### config.mk
export PLATFORM = sky130hd
export DESIGN_NAME = drum_step_sequencer_top_flat
export DESIGN_NICKNAME = d
export VERILOG_FILES = /design/src/rtl/dss_pkg.sv /design/src/rtl/dss_req_if.sv /design/src/rtl/dss_rsp_if.sv /design/src/rtl/drum_step_sequencer_top.sv /design/src/rtl/dss_ram.sv /design/src/rtl/dss_table.sv /design/src/rtl/dss_transport.sv /design/src/flat_wrapper.sv
export VERILOG_INCLUDE_DIRS = /design/src /design/src/rtl
export SDC_FILE = /design/constraint.sdc
export NUM_CORES = 1
export LEC_CHECK = 0
export BUFFER_PORTS_ARGS = -buffer_cell sky130_fd_sc_hd__buf_2
export CORE_ASPECT_RATIO = 0.6
export CORE_MARGIN = 3
export CORE_UTILIZATION = 30
export CTS_BUF_LIST = sky130_fd_sc_hd__clkbuf_8
export DETAILED_ROUTE_END_ITERATION = 12
export GPL_ROUTABILITY_DRIVEN = 0
export PLACE_DENSITY_LB_ADDON = 0.15
export RECOVER_POWER = 100
export SYNTH_ARGS = -nofsm -noshare
export SYNTH_HDL_FRONTEND = slang
export SYNTH_SLANG_ARGS = --single-unit
### constraint.sdc
create_clock -name clock -period 6.5 [get_ports clock]
set_clock_uncertainty 0.1 [all_clocks]
set_input_delay 0.65 -clock clock [delete_from_list [all_inputs] [get_ports clock]]
set_output_delay 0.65 -clock clock [all_outputs]
set_load 0.01 [all_outputs]
### src/rtl/drum_step_sequencer_top_macros.svh
// ---------------------------------------------------------------------------
// Drum step sequencer assertion macros
// Shared concurrent assertion forms used by the sequencer RTL.
// ---------------------------------------------------------------------------
`ifndef DRUM_STEP_SEQUENCER_TOP_MACROS_SVH
`define DRUM_STEP_SEQUENCER_TOP_MACROS_SVH

// Same-cycle implication, disabled during reset.
`define DSS_ASSERT_IMP(lbl, clk, rst, ante, cons, msg) \
   lbl: assert property (@(posedge clk) disable iff (rst) (ante) |-> (cons)) \
      else $error(msg);

// Next-cycle implication, disabled during reset.
`define DSS_ASSERT_NEXT(lbl, clk, rst, ante, cons, msg) \
   lbl: assert property (@(posedge clk) disable iff (rst) (ante) |=> (cons)) \
      else $error(msg);

`endif

### src/rtl/dss_pkg.sv
// ---------------------------------------------------------------------------
// Drum step sequencer package
// Constants, codes and shared types of the step sequencer.
// ---------------------------------------------------------------------------
`timescale 1ns / 1ps

package dss_pkg;

   localparam int NUM_STEPS     = 16;
   localparam int STEP_W        = $clog2(NUM_STEPS);
   localparam int SUBSTEP_WIDTH = 6;
   localparam int NUM_VOICES    = 6;
   localparam int NUM_LEDS      = 2;
   localparam int TABLE_W       = NUM_VOICES * SUBSTEP_WIDTH;

   localparam int PATTERN_W  = 16;
   localparam int DIV_W      = 8;
   localparam int LED_MODE_W = 2;
   localparam int CSR_IDX_W  = 3;
   localparam int CSR_DATA_W = 16;

   localparam int CMD_W      = 2;
   localparam int VSEL_W     = 3;
   localparam int SSEL_W     = 4;
   localparam int BITS_W     = 6;
   localparam int TRIG_W     = 4;
   localparam int STEP_OUT_W = 4;

   localparam logic [PATTERN_W-1:0]     BEAT_RESET    = 16'h8000;
   localparam logic [SUBSTEP_WIDTH-1:0] SUBSTEP_RESET = SUBSTEP_WIDTH'(1) << (SUBSTEP_WIDTH - 1);
   localparam logic [DIV_W-1:0]         TICKS_RESET   = 8'd6;

   typedef enum logic [CMD_W-1:0] {
      CMD_TICK    = 2'd0,
      CMD_COMPARE = 2'd1,
      CMD_WRITE   = 2'd2,
      CMD_NOP     = 2'd3
   } cmd_type;

   typedef enum logic [CSR_IDX_W-1:0] {
      REG_PATTERN_SNARE   = 3'd0,
      REG_PATTERN_BASS    = 3'd1,
      REG_PATTERN_VOICE_A = 3'd2,
      REG_PATTERN_VOICE_B = 3'd3,
      REG_PATTERN_VOICE_C = 3'd4,
      REG_PATTERN_VOICE_D = 3'd5,
      REG_LED_OFF_MODE    = 3'd6,
      REG_TICKS_PER_STEP  = 3'd7
   } csr_reg_type;

   typedef enum logic [LED_MODE_W-1:0] {
      LED_OFF_ALWAYS  = 2'd0,
      LED_OFF_DIV_ONE = 2'd1,
      LED_OFF_NEVER   = 2'd2
   } led_mode_type;

   // Everything the second stage needs to finish one item.
   typedef struct packed {
      logic                     tick;
      logic                     clear;
      logic [NUM_VOICES-1:0]    pattern_hit;
      logic [SUBSTEP_WIDTH-1:0] sub_mask;
      logic [STEP_W-1:0]        step;
   } tick_info_type;

endpackage

### src/rtl/dss_req_if.sv
// ---------------------------------------------------------------------------
// Sequencer request channel
// Valid/ready channel carrying one command beat.
// ---------------------------------------------------------------------------
`timescale 1ns / 1ps

interface dss_req_if;
   import dss_pkg::*;

   logic              valid;
   logic              ready;
   logic [CMD_W-1:0]  cmd;
   logic              playing;
   logic [VSEL_W-1:0] voice_select;
   logic [SSEL_W-1:0] step_select;
   logic [BITS_W-1:0] substep_bits;

   modport source (output valid, cmd, playing, voice_select, step_select, substep_bits,
                   input ready);
   modport sink   (input valid, cmd, playing, voice_select, step_select, substep_bits,
                   output ready);
endinterface

// ---------------------------------------------------------------------------

### src/rtl/dss_rsp_if.sv
// ---------------------------------------------------------------------------
// Sequencer response channel
// Valid/ready channel carrying one result beat.
// ---------------------------------------------------------------------------
`timescale 1ns / 1ps

interface dss_rsp_if;
   import dss_pkg::*;

   logic                  valid;
   logic                  ready;
   logic [TRIG_W-1:0]     voice_triggers;
   logic [NUM_LEDS-1:0]   led_set;
   logic                  led_clear;
   logic [STEP_OUT_W-1:0] current_step;

   modport source (output valid, voice_triggers, led_set, led_clear, current_step,
                   input ready);
   modport sink   (input valid, voice_triggers, led_set, led_clear, current_step,
                   output ready);
endinterface

### src/rtl/drum_step_sequencer_top.sv
// ---------------------------------------------------------------------------
// Drum step sequencer
// The block takes one command beat per cycle while the result side is not
// stalled and returns exactly one result beat for it through the stage-one
// and result registers. The substep table RAM is read in the accept cycle
// and its data is consumed as the beat leaves stage one. Step, divider and
// mask state update in the accept cycle, so consecutive ticks need no interlock.
// The substep table resets through per-entry valid bits and needs no clearing
// pass. Configuration is to be written while idle; the block does not enforce it.
// ---------------------------------------------------------------------------
`timescale 1ns / 1ps

`include "drum_step_sequencer_top_macros.svh"

module drum_step_sequencer_top (
   input  logic                           clock,
   input  logic                           reset,
   dss_req_if.sink                        req,
   dss_rsp_if.source                      rsp,
   input  logic                           csr_we,
   input  logic [dss_pkg::CSR_IDX_W-1:0]  csr_index,
   input  logic [dss_pkg::CSR_DATA_W-1:0] csr_wdata
);
   import dss_pkg::*;

   localparam int WA_W = STEP_W + SSEL_W;
   localparam int SB_W = SUBSTEP_WIDTH + BITS_W;
   localparam int SO_W = STEP_W + STEP_OUT_W;

   logic                  accept;
   logic                  s1_move;
   tick_info_type         info;
   logic                  wr_en;
   logic [WA_W-1:0]       wr_addr_ext;
   logic [SB_W-1:0]       wr_bits_ext;
   logic [TABLE_W-1:0]    entries;
   logic [NUM_VOICES-1:0] fired;
   logic [SO_W-1:0]       step_ext;

   logic                  s1_valid_ff, s1_valid_in;
   tick_info_type         s1_info_ff, s1_info_in;
   logic                  rsp_valid_ff, rsp_valid_in;
   logic [TRIG_W-1:0]     trig_ff, trig_in;
   logic [NUM_LEDS-1:0]   led_set_ff, led_set_in;
   logic                  led_clear_ff, led_clear_in;
   logic [STEP_OUT_W-1:0] step_out_ff, step_out_in;

   assign s1_move   = s1_valid_ff && (!rsp_valid_ff || rsp.ready);
   assign req.ready = !s1_valid_ff || s1_move;
   assign accept    = req.valid && req.ready;

   dss_transport u_transport (
      .clock     (clock),
      .reset     (reset),
      .csr_we    (csr_we),
      .csr_index (csr_index),
      .csr_wdata (csr_wdata),
      .accept    (accept),
      .cmd       (cmd_type'(req.cmd)),
      .playing   (req.playing),
      .info      (info)
   );

   assign wr_addr_ext = {{STEP_W{1'b0}}, req.step_select};
   assign wr_bits_ext = {{SUBSTEP_WIDTH{1'b0}}, req.substep_bits};
   assign wr_en = accept && (req.cmd == CMD_WRITE) &&
                  (req.voice_select < VSEL_W'(NUM_VOICES)) &&
                  (wr_addr_ext < WA_W'(NUM_STEPS));

   dss_table u_table (
      .clock      (clock),
      .reset      (reset),
      .rd_en      (info.tick),
      .rd_addr    (info.step),
      .wr_en      (wr_en),
      .wr_addr    (wr_addr_ext[STEP_W-1:0]),
      .wr_voice   (req.voice_select),
      .wr_data    (wr_bits_ext[SUBSTEP_WIDTH-1:0]),
      .rd_entries (entries)
   );

   // Table data stays put while the second stage is stalled, since a new
   // read is only issued together with an accepted beat.
   always_comb begin
      for (int v = 0; v < NUM_VOICES; v++) begin
         fired[v] = s1_info_ff.tick && s1_info_ff.pattern_hit[v] &&
                    |(entries[v*SUBSTEP_WIDTH +: SUBSTEP_WIDTH] & s1_info_ff.sub_mask);
      end
   end

   assign step_ext = {{STEP_OUT_W{1'b0}}, s1_info_ff.step};

   always_comb begin
      s1_valid_in  = accept || (s1_valid_ff && !s1_move);
      s1_info_in   = accept ? info : s1_info_ff;
      rsp_valid_in = s1_move || (rsp_valid_ff && !rsp.ready);
      trig_in      = trig_ff;
      led_set_in   = led_set_ff;
      led_clear_in = led_clear_ff;
      step_out_in  = step_out_ff;
      if (s1_move) begin
         trig_in      = fired[NUM_VOICES-1:NUM_LEDS];
         led_set_in   = fired[NUM_LEDS-1:0];
         led_clear_in = s1_info_ff.clear;
         step_out_in  = step_ext[STEP_OUT_W-1:0];
      end
   end

   always_ff @(posedge clock) begin
      if (reset) begin
         s1_valid_ff  <= 1'b0;
         rsp_valid_ff <= 1'b0;
      end else begin
         s1_valid_ff  <= s1_valid_in;
         rsp_valid_ff <= rsp_valid_in;
      end
   end

   always_ff @(posedge clock) begin
      s1_info_ff   <= s1_info_in;
      trig_ff      <= trig_in;
      led_set_ff   <= led_set_in;
      led_clear_ff <= led_clear_in;
      step_out_ff  <= step_out_in;
   end

   assign rsp.valid          = rsp_valid_ff;
   assign rsp.voice_triggers = trig_ff;
   assign rsp.led_set        = led_set_ff;
   assign rsp.led_clear      = led_clear_ff;
   assign rsp.current_step   = step_out_ff;

   `DSS_ASSERT_IMP(a_stall_holds_input, clock, reset, s1_valid_ff && rsp_valid_ff && !rsp.ready, !req.ready, "beat accepted into a stalled pipeline")
   `DSS_ASSERT_IMP(a_clear_excludes_hits, clock, reset, rsp_valid_ff && led_clear_ff, (led_set_ff == '0) && (trig_ff == '0), "LED clear together with a hit")
endmodule

### src/rtl/dss_ram.sv
// ---------------------------------------------------------------------------
// Generic lane-writable RAM
// One write port with per-lane enables, one read port with registered data.
// ---------------------------------------------------------------------------
`timescale 1ns / 1ps

module dss_ram #(
   parameter int WIDTH = 36,
   parameter int DEPTH = 16,
   parameter int LANES = 6
) (
   input  logic                     clock,
   input  logic [LANES-1:0]         wr_lane_en,
   input  logic [$clog2(DEPTH)-1:0] wr_addr,
   input  logic [WIDTH-1:0]         wr_data,
   input  logic                     rd_en,
   input  logic [$clog2(DEPTH)-1:0] rd_addr,
   output logic [WIDTH-1:0]         rd_data
);
   localparam int LANE_W = WIDTH / LANES;

   logic [WIDTH-1:0] mem_ff [DEPTH];
   logic [WIDTH-1:0] rd_data_ff;

   always_ff @(posedge clock) begin
      for (int l = 0; l < LANES; l++) begin
         if (wr_lane_en[l]) begin
            mem_ff[wr_addr][l*LANE_W +: LANE_W] <= wr_data[l*LANE_W +: LANE_W];
         end
      end
      if (rd_en) begin
         rd_data_ff <= mem_ff[rd_addr];
      end
   end

   assign rd_data = rd_data_ff;
endmodule

### src/rtl/dss_table.sv
// ---------------------------------------------------------------------------
// Substep table
// Per-step substep entries in RAM, with per-entry valid bits for reset.
// ---------------------------------------------------------------------------
`timescale 1ns / 1ps

`include "drum_step_sequencer_top_macros.svh"

module dss_table (
   input  logic                              clock,
   input  logic                              reset,
   input  logic                              rd_en,
   input  logic [dss_pkg::STEP_W-1:0]        rd_addr,
   input  logic                              wr_en,
   input  logic [dss_pkg::STEP_W-1:0]        wr_addr,
   input  logic [dss_pkg::VSEL_W-1:0]        wr_voice,
   input  logic [dss_pkg::SUBSTEP_WIDTH-1:0] wr_data,
   output logic [dss_pkg::TABLE_W-1:0]       rd_entries
);
   import dss_pkg::*;

   logic [NUM_VOICES-1:0] valid_ff [NUM_STEPS];
   logic [NUM_VOICES-1:0] valid_in [NUM_STEPS];
   logic [NUM_VOICES-1:0] rd_valid_ff;
   logic [NUM_VOICES-1:0] rd_valid_in;
   logic [NUM_VOICES-1:0] lane_en;
   logic [TABLE_W-1:0]    ram_data;
   logic [TABLE_W-1:0]    valid_mask;

   always_comb begin
      lane_en = '0;
      for (int v = 0; v < NUM_VOICES; v++) begin
         lane_en[v] = wr_en && (wr_voice == VSEL_W'(v));
      end
   end

   always_comb begin
      for (int s = 0; s < NUM_STEPS; s++) begin
         valid_in[s] = valid_ff[s];
      end
      if (wr_en) begin
         valid_in[wr_addr] = valid_ff[wr_addr] | lane_en;
      end
      rd_valid_in = rd_en ? valid_ff[rd_addr] : rd_valid_ff;
   end

   always_ff @(posedge clock) begin
      if (reset) begin
         for (int s = 0; s < NUM_STEPS; s++) begin
            valid_ff[s] <= '0;
         end
         rd_valid_ff <= '0;
      end else begin
         for (int s = 0; s < NUM_STEPS; s++) begin
            valid_ff[s] <= valid_in[s];
         end
         rd_valid_ff <= rd_valid_in;
      end
   end

   dss_ram #(
      .WIDTH (TABLE_W),
      .DEPTH (NUM_STEPS),
      .LANES (NUM_VOICES)
   ) u_ram (
      .clock      (clock),
      .wr_lane_en (lane_en),
      .wr_addr    (wr_addr),
      .wr_data    ({NUM_VOICES{wr_data}}),
      .rd_en      (rd_en),
      .rd_addr    (rd_addr),
      .rd_data    (ram_data)
   );

   // An entry never written since reset reads as zero.
   always_comb begin
      for (int v = 0; v < NUM_VOICES; v++) begin
         valid_mask[v*SUBSTEP_WIDTH +: SUBSTEP_WIDTH] = {SUBSTEP_WIDTH{rd_valid_ff[v]}};
      end
   end

   assign rd_entries = ram_data & valid_mask;

   `DSS_ASSERT_IMP(a_no_rd_wr_overlap, clock, reset, rd_en, !wr_en, "table read and write in one cycle")
endmodule

### src/rtl/dss_transport.sv
// ---------------------------------------------------------------------------
// Sequencer transport
// Configuration registers, tick divider, step index and rotating masks.
// ---------------------------------------------------------------------------
`timescale 1ns / 1ps

`include "drum_step_sequencer_top_macros.svh"

module dss_transport (
   input  logic                           clock,
   input  logic                           reset,
   input  logic                           csr_we,
   input  logic [dss_pkg::CSR_IDX_W-1:0]  csr_index,
   input  logic [dss_pkg::CSR_DATA_W-1:0] csr_wdata,
   input  logic                           accept,
   input  dss_pkg::cmd_type               cmd,
   input  logic                           playing,
   output dss_pkg::tick_info_type         info
);
   import dss_pkg::*;

   logic [PATTERN_W-1:0]     pattern_ff [NUM_VOICES];
   logic [PATTERN_W-1:0]     pattern_in [NUM_VOICES];
   logic [LED_MODE_W-1:0]    led_mode_ff, led_mode_in;
   logic [DIV_W-1:0]         ticks_ff, ticks_in;

   logic [DIV_W-1:0]         divider_ff, divider_in;
   logic [STEP_W-1:0]        step_ff, step_in;
   logic [PATTERN_W-1:0]     beat_ff, beat_in;
   logic [SUBSTEP_WIDTH-1:0] sub_ff, sub_in;

   logic [DIV_W-1:0]         div_inc;
   logic                     wrap;
   logic [STEP_W-1:0]        step_inc;
   logic                     play_tick;

   always_comb begin
      for (int v = 0; v < NUM_VOICES; v++) begin
         pattern_in[v] = pattern_ff[v];
      end
      led_mode_in = led_mode_ff;
      ticks_in    = ticks_ff;
      if (csr_we) begin
         if (csr_index == REG_LED_OFF_MODE) begin
            led_mode_in = csr_wdata[LED_MODE_W-1:0];
         end else if (csr_index == REG_TICKS_PER_STEP) begin
            ticks_in = csr_wdata[DIV_W-1:0];
         end else begin
            pattern_in[csr_index] = csr_wdata[PATTERN_W-1:0];
         end
      end
   end

   assign div_inc   = DIV_W'(divider_ff + 1'b1);
   // A limit of zero acts like one: the wrapped increment is always at least zero.
   assign wrap      = div_inc >= ticks_ff;
   assign step_inc  = (step_ff == STEP_W'(NUM_STEPS - 1)) ? '0 : STEP_W'(step_ff + 1'b1);
   assign play_tick = accept && (cmd == CMD_TICK) && playing;

   always_comb begin
      divider_in = divider_ff;
      step_in    = step_ff;
      beat_in    = beat_ff;
      sub_in     = sub_ff;
      if (play_tick) begin
         divider_in = wrap ? '0 : div_inc;
         if (wrap) begin
            step_in = step_inc;
            beat_in = {beat_ff[0], beat_ff[PATTERN_W-1:1]};
         end
         sub_in = {sub_ff[0], sub_ff[SUBSTEP_WIDTH-1:1]};
      end else if (accept && (cmd == CMD_TICK)) begin
         beat_in = BEAT_RESET;
      end
   end

   always_ff @(posedge clock) begin
      if (reset) begin
         for (int v = 0; v < NUM_VOICES; v++) begin
            pattern_ff[v] <= '0;
         end
         led_mode_ff <= '0;
         ticks_ff    <= TICKS_RESET;
         divider_ff  <= '0;
         step_ff     <= '0;
         beat_ff     <= BEAT_RESET;
         sub_ff      <= SUBSTEP_RESET;
      end else begin
         for (int v = 0; v < NUM_VOICES; v++) begin
            pattern_ff[v] <= pattern_in[v];
         end
         led_mode_ff <= led_mode_in;
         ticks_ff    <= ticks_in;
         divider_ff  <= divider_in;
         step_ff     <= step_in;
         beat_ff     <= beat_in;
         sub_ff      <= sub_in;
      end
   end

   // Voices are matched against the beat after the step update and the
   // substep mask before its rotation.
   always_comb begin
      info.tick  = play_tick;
      info.clear = accept && (cmd == CMD_COMPARE) &&
                   ((led_mode_ff == LED_OFF_ALWAYS) ||
                    ((led_mode_ff == LED_OFF_DIV_ONE) && (divider_ff == DIV_W'(1))));
      for (int v = 0; v < NUM_VOICES; v++) begin
         info.pattern_hit[v] = |(pattern_ff[v] & beat_in);
      end
      info.sub_mask = sub_ff;
      info.step     = step_in;
   end

   `DSS_ASSERT_IMP(a_beat_onehot, clock, reset, 1'b1, $onehot(beat_ff), "beat mask not one-hot")
   `DSS_ASSERT_IMP(a_sub_onehot, clock, reset, 1'b1, $onehot(sub_ff), "substep mask not one-hot")
   `DSS_ASSERT_NEXT(a_wrap_clears, clock, reset, play_tick && wrap, divider_ff == '0, "divider not cleared on wrap")
endmodule

### src/flat_wrapper.sv
// flat-port wrapper written by rule: the top's interface ports become plain ports
module drum_step_sequencer_top_flat import dss_pkg::*;
  (clock, reset, csr_we, csr_index, csr_wdata, req_valid, req_cmd, req_playing, req_voice_select, req_step_select, req_substep_bits, req_ready, rsp_valid, rsp_voice_triggers, rsp_led_set, rsp_led_clear, rsp_current_step, rsp_ready);
  dss_req_if req_i ();
  dss_rsp_if rsp_i ();
  input  logic clock;
  input  logic reset;
  input  logic csr_we;
  input  logic [dss_pkg::CSR_IDX_W-1:0] csr_index;
  input  logic [dss_pkg::CSR_DATA_W-1:0] csr_wdata;
  input wire logic [$bits(req_i.valid)-1:0] req_valid;
  input wire logic [$bits(req_i.cmd)-1:0] req_cmd;
  input wire logic [$bits(req_i.playing)-1:0] req_playing;
  input wire logic [$bits(req_i.voice_select)-1:0] req_voice_select;
  input wire logic [$bits(req_i.step_select)-1:0] req_step_select;
  input wire logic [$bits(req_i.substep_bits)-1:0] req_substep_bits;
  output wire logic [$bits(req_i.ready)-1:0] req_ready;
  output wire logic [$bits(rsp_i.valid)-1:0] rsp_valid;
  output wire logic [$bits(rsp_i.voice_triggers)-1:0] rsp_voice_triggers;
  output wire logic [$bits(rsp_i.led_set)-1:0] rsp_led_set;
  output wire logic [$bits(rsp_i.led_clear)-1:0] rsp_led_clear;
  output wire logic [$bits(rsp_i.current_step)-1:0] rsp_current_step;
  input wire logic [$bits(rsp_i.ready)-1:0] rsp_ready;
  assign req_i.valid = req_valid;
  assign req_i.cmd = req_cmd;
  assign req_i.playing = req_playing;
  assign req_i.voice_select = req_voice_select;
  assign req_i.step_select = req_step_select;
  assign req_i.substep_bits = req_substep_bits;
  assign req_ready = req_i.ready;
  assign rsp_valid = rsp_i.valid;
  assign rsp_voice_triggers = rsp_i.voice_triggers;
  assign rsp_led_set = rsp_i.led_set;
  assign rsp_led_clear = rsp_i.led_clear;
  assign rsp_current_step = rsp_i.current_step;
  assign rsp_i.ready = rsp_ready;
  drum_step_sequencer_top u_core (.clock(clock), .reset(reset), .req(req_i), .rsp(rsp_i), .csr_we(csr_we), .csr_index(csr_index), .csr_wdata(csr_wdata));
endmodule
==> results.cfg, run 1 <==
[global_route]
gr-usage-met1_pct = 28.8
grt_overflow = 0
grt_pass1_vias = 23900
met3_usage_pct = 5.09
grt_use_total_pct = 18.1
grt_max_degree = 100
grt_antenna_before_repair = 12
grt_first_pass_wirelength_um = 170000
grt_util_met2_pct = 23.4
top_usage_layer = met1

[die]
initial_core_util_pct = 30.4
die_h_um = 279
pin_count = 53
core-area_um2 = 122000
std_cell_rows = 99
dieArea_um2 = 128000
die_x_um = 460

[sta]
hold_viol_final = 0
slew_headroom_pct = -201
fmax_mhz = 175
worstMarginPinSlew_ns = 4.51
setup_viol = 0
rsz0062_at_grt = false
drv_slew = 813
finalSetupTns_ns = 0
period_share_pct = 87.8
timing.final.crit_period_ns = 5.71

[drt]
drt_iter0_markers = 2749
first_pass_iters = 5
wl_per_cell_um = 25.5
drc = 0
ant_nets = 0
wirelength_um = 118000
routed_via_density = 5.37
vias = 24700

[yosys]
yosysTopAreaCell = edfxtp_1
synth_top_area_share_pct = 51.8
synth_nets = 2830
synth.distinct_cells = 64
ys_ff_latch = 885
ys_warn_count = 0
netlist_area_um2 = 37200
ys.flop_type = edfxtp_1
syn_avg_cell_area_um2 = 13.4
synth-edff-count = 641
yosysMostFrequentCell = edfxtp_1
async_reset_ff_share_pct = 0
synth-seq-area-share_pct = 65.0
netlist_top_cells_count = edfxtp_1 (641), nand2_1 (385), dfxtp_1 (244)
netlist_top_cells_area = edfxtp_1 (52%), dfxtp_1 (13%), mux4_2 (6.3%)
synth_cells = 2779

[power]
leakage_nw = 13.2
seqPwrFrac_pct = 55.7
p_switching_mw = 2.60
ir_worst_vdd_v = 0.000188
p_comb_share_pct = 2.6
sw_frac_of_total_pct = 23.7
clkPwrFrac_pct = 41.7
power_density_nw_per_um2 = 262
finalPower_mw = 11.0
intPower_mw = 8.37

[place]
dp.cells = 4329
io_buffers = 52
place_area_um2 = 39300
hpwl_um = 73700

[critical_path]
rr_worst_depth = 14
ff2ff_setup_slack_ns = 0.79
critPathMaxFanout = 16
rr_endpoint = u_core.s1_info_ff[12]
worstPathArrival_ns = 6.12
start_kind = register
timing.rr.start = u_core.u_transport.divider_ff[0]
critPathKind = reg -> reg
cp-end-kind = register
cp.required_ns = 6.91

[layout]
areaGrowthSynthToFinish_pct = 12.8
fin_nets = 2924
postLayoutCoreUtil_pct = 34.3
fill_cells = 11900
drive_gt1_share_pct = 17.9
stdcell_area_um2 = 41900
multi_input_area_um2 = 12000
seq_area_um2 = 24100
stdcell_count = 4600

[clocking]
cts_tree = done
cts.sinks = 885
cts_max_level = 4
clockRootBuffer = clkbuf_8
cts_resized = 0
clock_latency_ns = 0.86
cts_setup_buffers = 0
cts_inserted_buffers = 139
cts_buffer_depth = 3
clkTransAtPathRegs_ns = 0.06

[worst_hold_path]
min_to = u_core.s1_info_ff[16]
hold_start = req_cmd[1]
whs_path_depth = 3
hold_path.class = in -> reg

[job]
cap_violations = 15

[run_status]
run_status = finished, violations left
violations = max-capacitance violations, max-slew violations
[area by class of cell]
class,count,area share (%)
Timing Repair Buffer,147,2.46
Clock buffer,154,5.06
Multi-Input combinational cell,1673,28.7
Tap cell,1616,4.82
Clock inverter,95,1.12
Sequential cell,885,57.6
Inverter,27,0.278
Antenna cell,3,0.0179
[cell usage in the layout (no fill, tap or decap), types with 28 or more instances in the layout]
cell type | Yosys | layout
a21oi_1 | 160 | 159
a211oi_1 | 168 | 168
buf_4 | 12 | 46
clkbuf_8 | 0 | 154
dfxtp_1 | 244 | 244
inv_1 | 23 | 69
nand2b_1 | 28 | 28
mux4_2 | 104 | 104
buf_2 | 16 | 31
a21boi_0 | 37 | 37
nor2_1 | 240 | 240
a2bb2oi_1 | 37 | 37
a311o_1 | 36 | 36
edfxtp_1 | 641 | 641
clkbuf_1 | 132 | 40
mux2_2 | 145 | 144
nand3_1 | 51 | 51
nand2_1 | 385 | 385
and3_1 | 50 | 50
[power groups by stage]
stage               combinational (mW)  clock [mW]  sequential [mW]
global route                     0.311        5.00             6.11
detailed placement               0.286           0             6.23
finish                           0.287        4.57             6.12
global placement                 0.278           0             6.23
CTS                              0.295        4.73             6.10
floorplan                        0.117           0             6.21
[worst max-delay path, stage by stage (launching register included)]
cell and delay, ns:
dfxtp_1 0.42, ha_1 0.28, nand3_1 0.20, nor2_1 0.17, xor2_1 0.22, ha_1 0.28
a21o_1 0.20, a21oi_1 0.42, o211ai_1 0.28, clkbuf_1 0.39, nand3_1 0.20, o21ai_0 0.59
a222oi_1 0.86, nand4_1 0.22, or3_1 0.57
[metrics by stage]
step,hold WS [ns],setup WS [ns]
after floorplan,0.300,2.49
after global placement,0.320,1.21
after detailed placement,0.310,1.27
after CTS,0.0113,1.22
after global routing,0.117,0.459
final,0.162,0.793
[registers in the layout (all words and copies together) (netlist names), 8 cells and up]
signal                         count
u_core.u_table.valid_ff           96
u_core.s1_info_ff                 18
u_core.u_table.u_ram.mem_ff      576
u_core.u_transport.beat_ff        16
u_core.u_table.u_ram.rd_data      36
u_core.u_transport.divider_ff      8
u_core.u_transport.pattern_ff     96
u_core.u_transport.ticks_ff        8
[worst max path at each step]
stage,start,end,slack [ns],depth (start not counted)
2_1_floorplan,u_core.u_transport.divider_ff[0],u_core.u_table.u_ram.rd_data[10],2.49,17
3_3_place_gp,u_core.u_transport.divider_ff[0],u_core.u_table.u_ram.rd_data[33],1.21,16
3_5_place_dp,u_core.u_transport.divider_ff[0],u_core.u_table.u_ram.rd_data[7],1.27,16
4_1_cts,u_core.u_transport.divider_ff[0],u_core.u_table.u_ram.rd_data[7],1.22,16
5_1_grt,u_core.u_transport.divider_ff[0],u_core.u_table.u_ram.rd_data[7],0.46,15
6_report,u_core.u_transport.divider_ff[0],u_core.s1_info_ff[12],0.79,14
[logic make-up after synthesis]
| logic type | share of synthesized area [%] |
|---|---|
| xor+xnor | 0.141 |
| mux | 11.4 |
| compound gates | 10.9 |
| flops | 65.0 |
| buf+inv | 2.85 |
| fa+ha+maj | 0.370 |
| simple gates | 9.36 |
[metal layers]
layer	up-vias	routed length (um)	share of wire, %
li1	10800	-	-
met1	12800	59100	50
met2	997	45700	39
met3	175	10500	9.0
met4	6	2160	1.8
met5	-	45	0.038
[repair_timing]
| item | CTS | global route |
|---|---|---|
| hold endpoints to repair | 98 | 0 |
| setup endpoints to repair | 0 | 0 |
| hold buffers | 19 | 0 |
Note: power is estimated with default switching activity, not from simulation.
==> run 2, diff against run 1 <==
Clock period 6.5 ns to 6.7 ns, I/O delays scaled along.
==> run 2 against run 1 <==
  * The flow still finishes with violations (max-capacitance violations, max-slew violations)
  * Cell area hardly changed
  * Highest routed layer unchanged
  * Via count is 0.94% lower
  * Register-to-register slack better by 0.04 ns
  * Non-clock buffer count is 4 lower
==> results.cfg, run 2 (synthesis gave the netlist of run 1 again) <==
[clocking]
cts_inserted_buffers = 141
cts.sinks = 885
clockRootBuffer = clkbuf_8
cts_tree = done
cts_buffer_depth = 3
clkTransAtPathRegs_ns = 0.06
clock_latency_ns = 0.84
cts_resized = 0
cts_max_level = 4

[drt]
vias = 24500
wirelength_um = 117000
drc = 0
ant_nets = 0
wl_per_cell_um = 25.3
routed_via_density = 5.32
drt_iter0_markers = 2520
first_pass_iters = 7

[layout]
stdcell_count = 4604
fin_nets = 2922
largest_reg_flops = 576
layout_common_cells = edfxtp_1 (641), nand2_1 (385), dfxtp_1 (244), nor2_1 (240), a211oi_1 (168)
drive_gt1_share_pct = 18.0
top_regs = u_core.u_table.u_ram.mem_ff: 576 flops, u_core.u_table.valid_ff: 96 flops, u_core.u_transport.pattern_ff: 96 flops
postLayoutCoreUtil_pct = 34.2
layout_commonest_cell = edfxtp_1
fill_cells = 11800
areaGrowthSynthToFinish_pct = 12.7
largest-register = u_core.u_table.u_ram.mem_ff

[critical_path]
timing.rr.start = u_core.u_transport.divider_ff[0]
cp-end-kind = register
critPathTopFamily = compound AO/OA/AOI/OAI gates
crit_chain = ha_1 -> nand3_1 -> nor2_1 -> xor2_1 -> ha_1 -> a21o_1 -> a21oi_1 -> o211ai_1 -> buf_4 -> a31o_1 -> and2_0 -> clkinv_8 -> clkbuf_2 -> mux2_2 -> mux4_2 -> a2bb2oi_1
cp.required_ns = 7.16
crit_top_cell = ha_1
critPathKind = reg -> reg
start_kind = register
worstPathArrival_ns = 6.33
cpMaxStageDelayCell = clkbuf_2
slowest_delay_ns = 0.59
crit_path_start = u_core.u_transport.divider_ff[0]
critPathMaxFanout = 63
critPathBufInv = 3

[die]
pin_count = 53
core-area_um2 = 122000
std_cell_rows = 99
die_h_um = 279
die_x_um = 460
dieArea_um2 = 128000
initial_core_util_pct = 30.4

[place]
dp.cells = 4328
hpwl_um = 73700
io_buffers = 52
post-place-ws_ns = 1.20

[sta]
hold_viol_final = 0
timing.final.crit_period_ns = 5.87
setup_viol = 0
drv_slew = 848
worst_slack_ns = 0.831
worstMarginPinSlew_ns = 4.63
period_share_pct = 87.6
finalSetupTns_ns = 0
rsz0062_at_grt = false
fmax_mhz = 170
slew_headroom_pct = -209
whs_ns = 0.123

[job]
cap_violations = 15

[worst_hold_path]
hold_start = csr_wdata[6]
hold_path.class = in -> reg

[global_route]
grt_pass1_vias = 23500
grt_max_degree = 108
grt_use_total_pct = 17.9
grt_overflow = 0
grt_first_pass_wirelength_um = 168000
grt_antenna_before_repair = 10

[power]
power_density_nw_per_um2 = 255
ir_worst_vdd_v = 0.000194
leakage_nw = 13.2

[run_status]
run_status = finished, violations left
violations = max-capacitance violations, max-slew violations
==> run 2: per-stage QoR <==
stage               area, um2  total power [mW]
finish                  41900              10.7
global route            41900              11.1
CTS                     42000              10.8
detailed placement      39200              6.31
global placement        39200              6.30
floorplan               37200              6.14
==> run 2: layout make-up <==
cell class	count	area (um2)	share of cell area, %
clock buffers	150	2060	4.93
clock inverters	107	579	1.38
diodes	3	7.51	0.0179
flip-flops and latches	885	24100	57.6
multi-input cells	1673	12000	28.7
inverters	27	116	0.278
repair buffers	143	943	2.25
well taps	1616	2020	4.83
==> run 2: routing by layer <==
metal	global-route usage (%)	vias up	part of all wire, %
met2	23.1	1000	39
met4	4.40	8	1.9
met1	28.5	12500	50
met5	0	-	0.044
met3	5.31	177	9.1
li1	-	10800	-
==> run 2: final timing paths <==
check / depth (start not counted) / slack [ns] / end
max: 16 / 0.83 / u_core.u_table.u_ram.rd_data[5]
min: 3 / 0.12 / u_core.u_transport.pattern_ff[3][6]
max reg2reg: 16 / 0.83 / u_core.u_table.u_ram.rd_data[5]
min reg2reg: 0 / 0.32 / u_core.rsp.current_step[2]
==> run 2: what timing repair did <==
| item | 4_1_cts | 5_1_grt |
|---|---|---|
| buffers inserted | 0 | 0 |
| hold buffers | 16 | 0 |
| hold endpoints to repair | 97 | 0 |
==> run 2: worst register-to-register path, cell delays in order (launching register included) <==
cell and delay [ns]:
dfxtp_1 0.42, ha_1 0.29, nand3_1 0.19, nor2_1 0.20, xor2_1 0.21, ha_1 0.28, a21o_1 0.21, a21oi_1 0.41
o211ai_1 0.28, buf_4 0.30, a31o_1 0.42, and2_0 0.33, clkinv_8 0.34, clkbuf_2 0.60, mux2_2 0.43, mux4_2 0.47
a2bb2oi_1 0.14
==> run 2: report_power, final <==
part	switching [mW]	total, mW	leakage [nW]	internal, mW
Combinational	0.217	0.276	3.91	0.0582
Sequential	0.0291	5.93	7.76	5.90
Clock	2.29	4.47	1.52	2.18
Total	2.54	10.7	13.2	8.14
==> run 3, diff against run 2 <==
Settings changed: CORE_UTILIZATION 30 to 39.
==> run 3 against run 2 <==
  * The flow still finishes with violations (max-capacitance violations, max-slew violations)
  * Non-clock buffer count is 25 lower
  * Cell area is 1.9% lower
  * Fmax is 0.25% higher
  * Final cell count is 9.3% lower
  * Count of clock-buffer cells in the layout is 1 lower
  * Largest cell class unchanged
  * Largest power group unchanged
==> results.cfg, run 3 (synthesis gave the netlist of run 1 again) <==
[critical_path]
crit_top_cell = ha_1
cpMaxStageDelayCell = inv_4
slowest_delay_ns = 0.81
crit_chain = ha_1 -> nand3_1 -> nor2_1 -> xor2_1 -> ha_1 -> a21o_1 -> a21oi_1 -> o211a_1 -> o21ai_2 -> clkbuf_2 -> and2_4 -> inv_4 -> mux4_2 -> mux2i_1 -> o2111ai_1
ff2ff_setup_slack_ns = 0.85
critPathMaxFanout = 81
cp.required_ns = 7.25
start_kind = register
worstPathArrival_ns = 6.41
critPathTopFamily = compound AO/OA/AOI/OAI gates
critPathKind = reg -> reg
critPathBufInv = 2
cp-end-kind = register

[place]
io_buffers = 52
hpwl_um = 68400
post-place-ws_ns = 1.22

[clocking]
cts_max_level = 4
cts.sinks = 885
cts_inserted_buffers = 134
cts_tree = done
clockRootBuffer = clkbuf_8
cts_resized = 0
clkTransAtPathRegs_ns = 0.07
cts_buffer_depth = 3
clock_latency_ns = 0.82
cts_setup_buffers = 0

[run_status]
violations = max-capacitance violations, max-slew violations
run_status = finished, violations left

[drt]
wirelength_um = 109000
drc = 0
drt_iter0_markers = 2615
routed_via_density = 5.78
vias = 24200
first_pass_iters = 8
wl_per_cell_um = 26.1
ant_nets = 0

[job]
cap_violations = 11

[sta]
finalSetupTns_ns = 0
period_share_pct = 87.4
worstMarginPinSlew_ns = 4.93
drv_slew = 762
whs_ns = 0.0909
setup_viol = 0
rsz0062_at_grt = false
timing.final.crit_period_ns = 5.85
fmax_mhz = 171
worst_slack_ns = 0.846
hold_viol_final = 0
slew_headroom_pct = -229

[layout]
fill_cells = 8374
largest_reg_flops = 576
largest-register = u_core.u_table.u_ram.mem_ff
layout_commonest_cell = edfxtp_1
fin_nets = 2890
areaGrowthSynthToFinish_pct = 10.6
drive_gt1_share_pct = 17.5
layout_common_cells = edfxtp_1 (641), nand2_1 (385), dfxtp_1 (244), nor2_1 (240), a211oi_1 (168)
top_regs = u_core.u_table.u_ram.mem_ff: 576 flops, u_core.u_table.valid_ff: 96 flops, u_core.u_transport.pattern_ff: 96 flops

[die]
dieArea_um2 = 99100
die_x_um = 404
pin_count = 53
std_cell_rows = 86
die_h_um = 245
initial_core_util_pct = 39.9
core-area_um2 = 93100

[power]
leakage_nw = 13.0
power_density_nw_per_um2 = 256
ir_worst_vdd_v = 0.000158

[global_route]
grt_first_pass_wirelength_um = 160000
top_usage_layer = met1
grt_antenna_before_repair = 2
grt_use_total_pct = 21.9
gr-usage-met1_pct = 34.9
grt_pass1_vias = 23200
met3_usage_pct = 6.98
grt_max_degree = 104
grt_overflow = 0
grt_util_met2_pct = 27.8

[worst_hold_path]
hold_path.class = in -> reg
run 3: cell count changes in the layout (fill, tap and decap cells not counted), sizes merged, moves of 2 or more:
| cell | before | now |
|---|---|---|
| buf | 88 | 74 |
| clkinv | 49 | 36 |
| clkinvlp | 3 | 6 |
| dlygate4sd3 | 16 | 2 |
| inv | 80 | 72 |
| clkbuf | 189 | 191 |
run 3: worst paths after layout:
kind / start / endpoint / cells after the start
max: u_core.u_transport.divider_ff[0] / u_core.u_table.rd_valid_ff[5] / 15
min: csr_wdata[15] / u_core.u_transport.pattern_ff[1][15] / 3
max reg2reg: u_core.u_transport.divider_ff[0] / u_core.u_table.rd_valid_ff[5] / 15
min reg2reg: u_core.s1_info_ff[0] / u_core.rsp.current_step[0] / 0
run 3: cell type report:
class	instances	area, um2	share of cell area (%)
antenna	4	10.0	0.0244
clock buffer	149	2050	4.99
clock inverter	90	475	1.16
inverter	27	118	0.286
multi-input combinational	1673	12000	29.2
sequential	885	24100	58.7
tap	1232	1540	3.75
timing repair buffer	118	737	1.79
run 3: per-stage QoR:
stage | power (mW) | area, um2 | util, % | cells
after floorplan | 6.14 | 37200 | - | 2779
after global placement | 6.30 | 38700 | 41.5 | 3933
after global routing | 10.9 | 41100 | 44.1 | 4178
after detailed placement | 6.31 | 38700 | 41.5 | 3933
after CTS | 10.6 | 41200 | 44.3 | 4174
final | 10.5 | 41100 | 44.1 | 4178
run 3: worst min-delay path, stage by stage:
cell	delay (ns)
buf_2	0.16
nand2_1	0.07
a21oi_1	0.05
run 3: layer usage:
metal / share of wire [%] / routed length [um]
met1: 49 / 53500
met2: 39 / 42500
met3: 9.9 / 10800
met4: 1.9 / 2120
met5: 0.011 / 12
run 3: where the power goes:
part	switching [mW]	total [mW]	leakage (nW)	internal [mW]
Sequential	0.0207	5.93	7.76	5.91
Combinational	0.220	0.273	3.79	0.0527
Clock	2.15	4.31	1.45	2.16
run 3: repair_timing:
item,CTS,global route
hold buffers,2,0
setup endpoints to repair,0,0
hold endpoints to repair,7,0
